===== src/hdl/ffbt_ram.sv =====
// Generic simple dual port RAM: one write port, one registered read port.
// No dependencies.
module ffbt_ram #(
    parameter int WIDTH = 8,
    parameter int DEPTH = 16
) (
    input  logic                     i_clk,
    input  logic                     i_we,
    input  logic [$clog2(DEPTH)-1:0] i_waddr,
    input  logic [WIDTH-1:0]         i_wdata,
    input  logic [$clog2(DEPTH)-1:0] i_raddr,
    output logic [WIDTH-1:0]         o_rdata
);
    logic [WIDTH-1:0] r_mem [DEPTH];

    always_ff @(posedge i_clk) begin
        if (i_we) begin
            r_mem[i_waddr] <= i_wdata;
        end
        o_rdata <= r_mem[i_raddr];
    end
endmodule


===== config.mk =====
export PLATFORM = sky130hd
export DESIGN_NAME = ffbt_ram
export DESIGN_NICKNAME = d
export VERILOG_FILES = /design/src/hdl/ffbt_ram.sv
export SDC_FILE = /design/constraint.sdc
export NUM_CORES = 1
export LEC_CHECK = 0
export BUFFER_PORTS_ARGS = -buffer_cell sky130_fd_sc_hd__clkbuf_2
export CAP_MARGIN = 25
export CORE_MARGIN = 1
export CORE_UTILIZATION = 35
export CTS_CLUSTER_SIZE = 40
export DETAILED_ROUTE_END_ITERATION = 7
export PLACE_DENSITY_LB_ADDON = 0.3
export SLEW_MARGIN = 5
export SYNTH_ARGS = -nofsm -noshare
export SYNTH_HDL_FRONTEND = slang
export SYNTH_SLANG_ARGS = --single-unit

===== constraint.sdc =====
create_clock -name i_clk -period 1.82 [get_ports i_clk]
set_input_delay 0.364 -clock i_clk [delete_from_list [all_inputs] [get_ports i_clk]]
set_output_delay 0.364 -clock i_clk [all_outputs]
set_load 0.03 [all_outputs]

==> results_dict.tcl, run 1 <==
set metrics [dict create \
    status "finished clean" \
    max-cap-violations 0 \
    initial_core_util 0.365 \
    p_per_area_nw_per_um2 1190 \
    dpl_cell_area_um2 5600 \
    finalHoldViolCount 0 \
    cpMaxStageDelayCell "dfxtp_1" \
    vias 2389 \
    die_h_um 123 \
    wl_per_cell_um 20.5 \
    worst_slack_ps 468 \
    syn2layout_area_growth_pct 20.7 \
    crit_arrival_ps 990 \
    synth_top_family_by_area "multiplexers" \
    cts_resized 0 \
    cp-start-kind "flop" \
    clockBufferDepth 2 \
    hold_class "input port to flop" \
    grt_pass1_wl_um 15100 \
    netlist_area_um2 5150 \
    ys.flop_type "edfxtp_1" \
    nets 300 \
    ys_types 19 \
    fmax_mhz 740 \
    gp_congestion 0.671 \
    synth_compound_area_frac 0.0233 \
    use_met2 0.233 \
    antenna_found_initial 0 \
    critPathBufInv 1 \
    yosys-top-cells-area "edfxtp_1, mux4_2, mux4_1" \
    via_per_inst 5.03 \
    grt_start_max_net_pins 33 \
    r2r-start "r_mem[11][7]" \
    tritoncts "yes" \
    fp.dieW_um 123 \
    dpl.hpwl_um 6010 \
    port_buffers 25 \
    clkSlewWorstSetupHoldPaths_ps 60 \
    power_leakage_nw 2.10 \
    io_pins 26 \
    synth_warnings 0 \
    ant_nets 0 \
    multi_input_area_um2 1060 \
    setup_violations 0 \
    use_met1 0.184 \
    setup.worst_path.start "o_rdata[4]" \
    worstSetupPathDepth 1 \
    n_antenna_cell 0 \
    synth_mux_area_frac 0.150 \
    drt_iter0_drc 253 \
    synth_seq_cells 136 \
    fp.coreArea_um2 14100 \
    wl_um 9740 \
    yosys.area_share.simple 0.0318 \
    synth_xor_area_frac 0 \
    cts_buffers 17 \
    crit_fanout 1 \
    top_usage_layer "met2" \
    vdd_drop_max_mv 0.688 \
    worstMarginPinSlew_ps 850 \
    async_reset_ff_frac 0 \
    insertion_delay_ps 420 \
    die-area_um2 15200 \
    yosys.area_share.adder 0 \
    drive_gt1_frac 0.322 \
    tns_ps 0 \
    path_cells "clkbuf_2" \
    slew_headroom 0.432 \
    firstDrtPassIters 4 \
    min_from "i_wdata[1]" \
    fp-row-count 43 \
    hold_depth 1 \
    yosysTopAreaCellShare 0.747 \
    ctsHoldBuffers 0 \
    whs_ps 365 \
    cp-end-kind "primary output" \
    post-route-drc-count 0 \
    fill_cells 1211 \
    synth_area_leader_cell "edfxtp_1" \
    final_core_util 0.441 \
    cp.required_ps 1460 \
    syn_inst 229 \
    timing.final.crit_share 0.743 \
    crit_family "flip-flops" \
    cts_root_buf "clkbuf_16" \
    reg2reg_depth 3 \
    synth_common_cells "edfxtp_1, mux4_2, a22oi_1" \
    critical_path_class "flop to primary output" \
    cts_max_level 4 \
    grt_usage 0.145 \
    syn_nets 247 \
    overflow 0 \
    place_ws_ps 30.2 \
    avgSynthCellArea_um2 22.5 \
    yosysMostFrequentCell "edfxtp_1" \
    critPathMaxStageDelay_ps 360 \
    met3_usage 0.0397 \
    skew_ps 13.2 \
    grt_pass1_vias 2578 \
    drv_slew 0 \
    cts.sinks 136 \
    fin_crit_ps 1350 \
    grt_setup_unrepaired "false" \
    ys_seq_area_frac 0.778 \
    post-cts-setup-buffer-count 0 \
    postLayoutCellArea_um2 6210 \
    synth_edf_count 128 \
    seqCellArea_um2 4000 \
]
==> logic make-up after synthesis <==
family	after synthesis
DFF	136
buffers and inverters	10
and+or+nand+nor	35
muxes	32
AOI/OAI and AO/OA	16
==> layer usage <==
metal  wire, µm  part of all wire
met2       4830              0.50
met3        525             0.054
met1       4230              0.43
met4        159             0.016
met5          0                 0
==> layout make-up <==
type,instances,area share
tap,180,0.0362
multi-input combinational,83,0.171
timing repair buffer,44,0.0491
clock inverter,11,0.0236
clock buffer,21,0.0757
sequential,136,0.644
==> registers in the layout, indices dropped and copies added, names as in the netlist <==
| register | flops |
|---|---|
| o_rdata | 8 |
| r_mem | 128 |
==> worst register-to-register path: cells and delay by family, from the launching register on <==
kind             cells  cell delay, ps
flip-flops           1             350
AND/OR/NAND/NOR      1             110
multiplexers         1             470
AO/OA/AOI/OAI        1             240
==> where the power goes <==
group	switching, mW	internal (mW)
Combinational	0.215	0.143
Sequential	0.0202	3.50
Clock	1.24	2.26
Total	1.47	5.90
==> layout by cell type, fill, tap and decap left out <==
cell type	n
a22oi_1	16
and2_1	1
and2b_1	1
buf_12	3
buf_4	16
bufinv_16	3
clkbuf_1	1
clkbuf_16	17
clkbuf_2	25
clkbuf_8	3
clkinv_2	2
clkinv_4	1
clkinvlp_4	5
dfxtp_1	8
edfxtp_1	128
mux4_1	14
mux4_2	18
nand2_1	9
nand2b_1	2
nand3_1	1
nand3b_1	2
nor2_1	13
nor2b_1	1
nor3_1	3
nor3_2	1
or3b_2	1
==> per-stage QoR <==
stage	power [mW]	std cells
final	7.38	475
after global routing	7.60	475
after CTS	7.45	475
after detailed placement	3.96	443
after global placement	3.95	443
after floorplan	3.80	229
==> path summary, 6_finish.rpt <==
check,to,slack [ps]
max,o_rdata[4],470
min,r_mem[8][1],360
max reg2reg,o_rdata[7],500
min reg2reg,o_rdata[5],670
(Power assumes the default switching activity.)
==> run 2, diff against run 1 <==
--- a/config.mk
+++ b/config.mk
@@ -5,6 +5,7 @@
 export SDC_FILE = /design/constraint.sdc
 export NUM_CORES = 1
 export LEC_CHECK = 0
+export ABC_AREA = 1
 export BUFFER_PORTS_ARGS = -buffer_cell sky130_fd_sc_hd__clkbuf_2
 export CAP_MARGIN = 25
 export CORE_MARGIN = 1
==> constraint.sdc (replaced) <==
create_clock -name i_clk -period 1.2 [get_ports i_clk]
set_input_delay 0.24 -clock i_clk [delete_from_list [all_inputs] [get_ports i_clk]]
set_output_delay 0.24 -clock i_clk [all_outputs]
set_load 0.03 [all_outputs]
==> results_dict.tcl, run 2 <==
set metrics [dict create \
    hold_end "r_mem[0][5]" \
    synth_warnings 0 \
    final_common_cell "nand2_1" \
    fp.coreArea_um2 16000 \
    async_reset_ff_frac 0 \
    ys_seq_area_frac 0.694 \
    path_cells "clkbuf_8" \
    ant_nets 0 \
    largestRegisters "r_mem x128, o_rdata x8" \
    antenna_found_initial 0 \
    max-cap-violations 0 \
    grt_start_max_net_pins 33 \
    synth_seq_cells 136 \
    avgSynthCellArea_um2 10.5 \
    fp-row-count 46 \
    reg2reg_depth 6 \
    yosys-top-cells-area "edfxtp_1, nand2_1, nand3_1" \
    via_per_inst 4.56 \
    n_antenna_cell 0 \
    clkSlewWorstSetupHoldPaths_ps 50 \
    timing.final.crit_share 0.975 \
    largest_register "r_mem" \
    die_h_um 130 \
    nets 624 \
    largest_register_ffs 128 \
    netlist_area_um2 5770 \
    syn_inst 551 \
    instances_no_fill 834 \
    syn2layout_area_growth_pct 19.9 \
    cpMaxStageDelayCell "dfxtp_1" \
    port_buffers 25 \
    ctsHoldBuffers 0 \
    vdd_drop_max_mv 1.13 \
    min_from "i_wdata[5]" \
    finalHoldViolCount 0 \
    firstDrtPassIters 5 \
    tns_ps 0 \
    post-route-drc-count 0 \
    ys.flop_type "edfxtp_1" \
    hold_depth 1 \
    fin_crit_ps 1170 \
    synth_area_leader_cell "edfxtp_1" \
    r2r_end "o_rdata[6]" \
    fill_cells 1552 \
    grt_pass1_vias 3701 \
    dpl_cell_area_um2 6330 \
    r2r-start "r_mem[1][6]" \
    cp-start-kind "flop" \
    drive_gt1_frac 0.139 \
    place_ws_ps -129 \
    synth_edf_count 128 \
    wl_um 12300 \
    critPathBufInv 1 \
    critPathMaxStageDelay_ps 350 \
    cts_root_buf "clkbuf_16" \
    fmax_mhz 855 \
    io_pins 26 \
    worst_slack_ps 30.2 \
    wl_per_cell_um 14.8 \
    initial_core_util 0.360 \
    drt_iter0_drc 387 \
    tritoncts "yes" \
    vias 3803 \
    drv_slew 0 \
    slew_headroom 0.739 \
    crit_fanout 1 \
    skew_ps 6.10 \
    crit_arrival_ps 930 \
    die-area_um2 17000 \
    grt_usage 0.162 \
    worstMarginPinSlew_ps 392 \
    postLayoutCellArea_um2 6920 \
    ys_types 12 \
    rrSetupSlack_ps 220 \
    final_cell_mix "nand2_1, edfxtp_1, inv_1" \
    crit_family "flip-flops" \
    cts_buffers 17 \
    fp.dieW_um 130 \
    syn_nets 569 \
    setup_violations 0 \
    cp.required_ps 960 \
    cp-end-kind "primary output" \
    yosysMostFrequentCell "nand2_1" \
    hold_class "input port to flop" \
    gp_congestion 0.782 \
    grt_setup_unrepaired "false" \
    cts.sinks 136 \
    synth_common_cells "nand2_1, edfxtp_1, inv_1" \
    dp_cells 803 \
    cts_max_level 4 \
    power_leakage_nw 3.01 \
    insertion_delay_ps 420 \
    p_per_area_nw_per_um2 1610 \
    critical_path_class "flop to primary output" \
    grt_pass1_wl_um 19800 \
    yosysTopAreaCellShare 0.667 \
    overflow 0 \
    status "finished clean" \
    dpl.hpwl_um 8100 \
    clockBufferDepth 2 \
]
==> run 2: cell types whose count changed in the layout (fill, tap and decap cells not counted), sizes merged, moves of 16 or more <==
cell / delta
nand2: +164
inv: +102
nand3: +96
mux4: -32
buf: +19
a22oi: -16
==> run 2: what timing repair did <==
action	in CTS	in global routing
hold endpoints to repair	0	0
pin swaps	0	0
cloned	0	0
setup endpoints to repair	2	4
resized for setup	3	5
buffers inserted	0	0
==> run 2: cell type report <==
cell class	instances	area, µm²	area share
Multi-Input combinational cell	289	1210	0.176
Timing Repair Buffer	60	477	0.0689
Clock buffer	20	437	0.0631
Inverter	102	383	0.0554
Clock inverter	11	131	0.0190
Sequential cell	136	4000	0.579
Tap cell	216	270	0.0391
==> run 2: cells by family (layout without fill, tap and decap cells) <==
kind of cell	count (synthesis)	count (layout)	synth area share
buf+inv	126	193	0.0952
simple gates	289	289	0.210
flops	136	136	0.694
==> run 2: per-stage QoR <==
step | util | hold WS [ps] | power, mW
after global routing | 0.432 | 307 | 11.5
after global placement | 0.396 | 652 | 6.17
final | 0.432 | 258 | 11.1
after detailed placement | 0.396 | 656 | 6.18
after floorplan | - | 339 | 5.87
after CTS | 0.432 | 266 | 11.2
==> run 2: metal layers <==
metal	up-vias	part of all wire	track usage
met3	24	0.040	0.0328
li1	1887	-	-
met4	0	0.021	0.0764
met1	1797	0.46	0.208
met2	95	0.48	0.265
met5	-	0	0
==> run 2: how the worst max path moves through the flow <==
| stage | endpoint | cells past startpoint | startpoint |
|---|---|---|---|
| 4_1_cts | o_rdata[6] | 1 | o_rdata[6] |
| 2_1_floorplan | r_mem[4][0] | 2 | i_waddr[3] |
| 6_report | o_rdata[5] | 1 | o_rdata[5] |
| 3_5_place_dp | r_mem[4][1] | 4 | i_waddr[3] |
| 3_3_place_gp | r_mem[4][1] | 4 | i_waddr[3] |
| 5_1_grt | o_rdata[5] | 1 | o_rdata[5] |
==> run 2: power breakdown <==
group / total [mW] / switching (mW) / leakage (nW) / internal, mW
Combinational: 0.736 / 0.497 / 1.51 / 0.239
Clock: 5.03 / 1.82 / 0.274 / 3.21
Sequential: 5.34 / 0.0299 / 1.22 / 5.31
==> run 2: worst reg2reg max path, stage by stage (launching register included) <==
cell	delay (ps)
edfxtp_1	370
inv_1	60
nand2_1	40
nand3_1	90
nand3_1	80
nand3_1	140
nand2_1	90
==> run 3, diff against run 2 <==
--- a/config.mk
+++ b/config.mk
@@ -9,7 +9,7 @@
 export BUFFER_PORTS_ARGS = -buffer_cell sky130_fd_sc_hd__clkbuf_2
 export CAP_MARGIN = 25
 export CORE_MARGIN = 1
-export CORE_UTILIZATION = 35
+export CORE_UTILIZATION = 65
 export CTS_CLUSTER_SIZE = 40
 export DETAILED_ROUTE_END_ITERATION = 7
 export PLACE_DENSITY_LB_ADDON = 0.3
==> constraint.sdc (replaced) <==
create_clock -name i_clk -period 1.4 [get_ports i_clk]
set_input_delay 0.28 -clock i_clk [delete_from_list [all_inputs] [get_ports i_clk]]
set_output_delay 0.28 -clock i_clk [all_outputs]
set_load 0.03 [all_outputs]
==> results_dict.tcl, run 3 (synthesis gave the netlist of run 2 again) <==
set metrics [dict create \
    gp_congestion 0.864 \
    grt_pass1_vias 3950 \
    cpMaxStageDelayCell "dfxtp_1" \
    grt_usage 0.324 \
    final_core_util 0.804 \
    largest_register "r_mem" \
    path_cells "clkbuf_2" \
    worstMarginPinSlew_ps 394 \
    fin_crit_ps 1360 \
    status "finished clean" \
    critPathMaxStageDelay_ps 340 \
    crit_family "flip-flops" \
    cts_max_level 4 \
    clkSlewWorstSetupHoldPaths_ps 60 \
    p_per_area_nw_per_um2 1470 \
    fp.coreArea_um2 8380 \
    ant_nets 0 \
    hold_class "input port to flop" \
    wl_per_cell_um 18.9 \
    via_per_inst 5.71 \
    nets 614 \
    wl_um 13500 \
    post-cts-setup-buffer-count 0 \
    port_buffers 25 \
    io_pins 26 \
    die_h_um 96.2 \
    drive_gt1_frac 0.131 \
    drv_slew 0 \
    setup_violations 0 \
    grt_pass1_wl_um 20700 \
    post-route-drc-count 0 \
    final_common_cell "nand2_1" \
    use_met2 0.530 \
    largest_register_ffs 128 \
    dp_cells 682 \
    met3_usage 0.0671 \
    n_antenna_cell 0 \
    firstDrtPassIters 6 \
    tritoncts "yes" \
    timing.final.crit_share 0.971 \
    finalHoldViolCount 0 \
    skew_ps 10.1 \
    instances_no_fill 714 \
    cts_buffers 17 \
    final_cell_mix "nand2_1, edfxtp_1, inv_1" \
    grt_start_max_net_pins 38 \
    fmax_mhz 735 \
    antenna_found_initial 0 \
    largestRegisters "r_mem x128, o_rdata x8" \
    initial_core_util 0.688 \
    cp-start-kind "flop" \
    ctsHoldBuffers 0 \
    insertion_delay_ps 530 \
    drt_iter0_drc 549 \
    max-cap-violations 0 \
    use_met1 0.413 \
    cts_resized 0 \
    dpl.hpwl_um 7600 \
    top_usage_layer "met2" \
    fill_cells 467 \
    fp-row-count 33 \
    tns_ps 0 \
    critPathBufInv 1 \
    overflow 0 \
    cts.sinks 136 \
    power_leakage_nw 2.98 \
    critical_path_class "flop to primary output" \
    clockBufferDepth 2 \
    syn2layout_area_growth_pct 16.9 \
    vias 4077 \
    grt_setup_unrepaired "false" \
    cts_root_buf "clkbuf_8" \
    slew_headroom 0.737 \
    crit_arrival_ps 1080 \
    cp-end-kind "primary output" \
    cp.required_ps 1120 \
    die-area_um2 9250 \
    crit_fanout 1 \
    fp.dieW_um 96.2 \
    vdd_drop_max_mv 1.07 \
]
## run 3: cell types whose count changed in the layout (fill, tap and decap cells not counted), sizes merged
| cell | change |
|---|---|
| clkbuf | +1 |
| bufinv | +2 |
| buf | -13 |
| clkinv | +1 |
## run 3: metal layers
metal / wire [µm] / part of all wire
met1: 5010 / 0.37
met2: 6770 / 0.50
met3: 1280 / 0.095
met4: 397 / 0.029
met5: 0 / 0
## run 3: path summary, 6_finish.rpt
kind	from	endpoint	slack, ps	depth (start not counted)
setup / recovery	o_rdata[2]	o_rdata[2]	40	1
hold / removal	i_raddr[3]	o_rdata[1]	200	3
setup reg to reg	r_mem[11][5]	o_rdata[5]	360	6
hold reg to reg	r_mem[4][6]	o_rdata[6]	680	6
## run 3: power breakdown
| group | internal [mW] | leakage (nW) | switching [mW] |
|---|---|---|---|
| combinational | 0.188 | 1.45 | 0.453 |
| sequential | 4.55 | 1.22 | 0.0284 |
| clock | 3.05 | 0.301 | 1.65 |
| total | 7.79 | 2.98 | 2.14 |
## run 3: area by class of cell
type / count / area, µm² / area share
Clock buffer: 18 / 418 / 0.0620
Multi-Input combinational cell: 289 / 1210 / 0.180
Inverter: 102 / 383 / 0.0568
Timing Repair Buffer: 50 / 388 / 0.0575
Tap cell: 105 / 131 / 0.0195
Sequential cell: 136 / 4000 / 0.594
Clock inverter: 14 / 205 / 0.0304
## run 3: through the flow
step / hold slack, ps / instance area (µm²) / power, mW / worst slack (ps)
detailed placement: 641 / 6120 / 5.28 / 33.4
floorplan: 379 / 5770 / 5.03 / 169
global placement: 630 / 6120 / 5.26 / 78.6
finish: 198 / 6740 / 9.93 / 40.0
global route: 211 / 6740 / 10.1 / 27.3
CTS: 175 / 6740 / 9.91 / 43.9
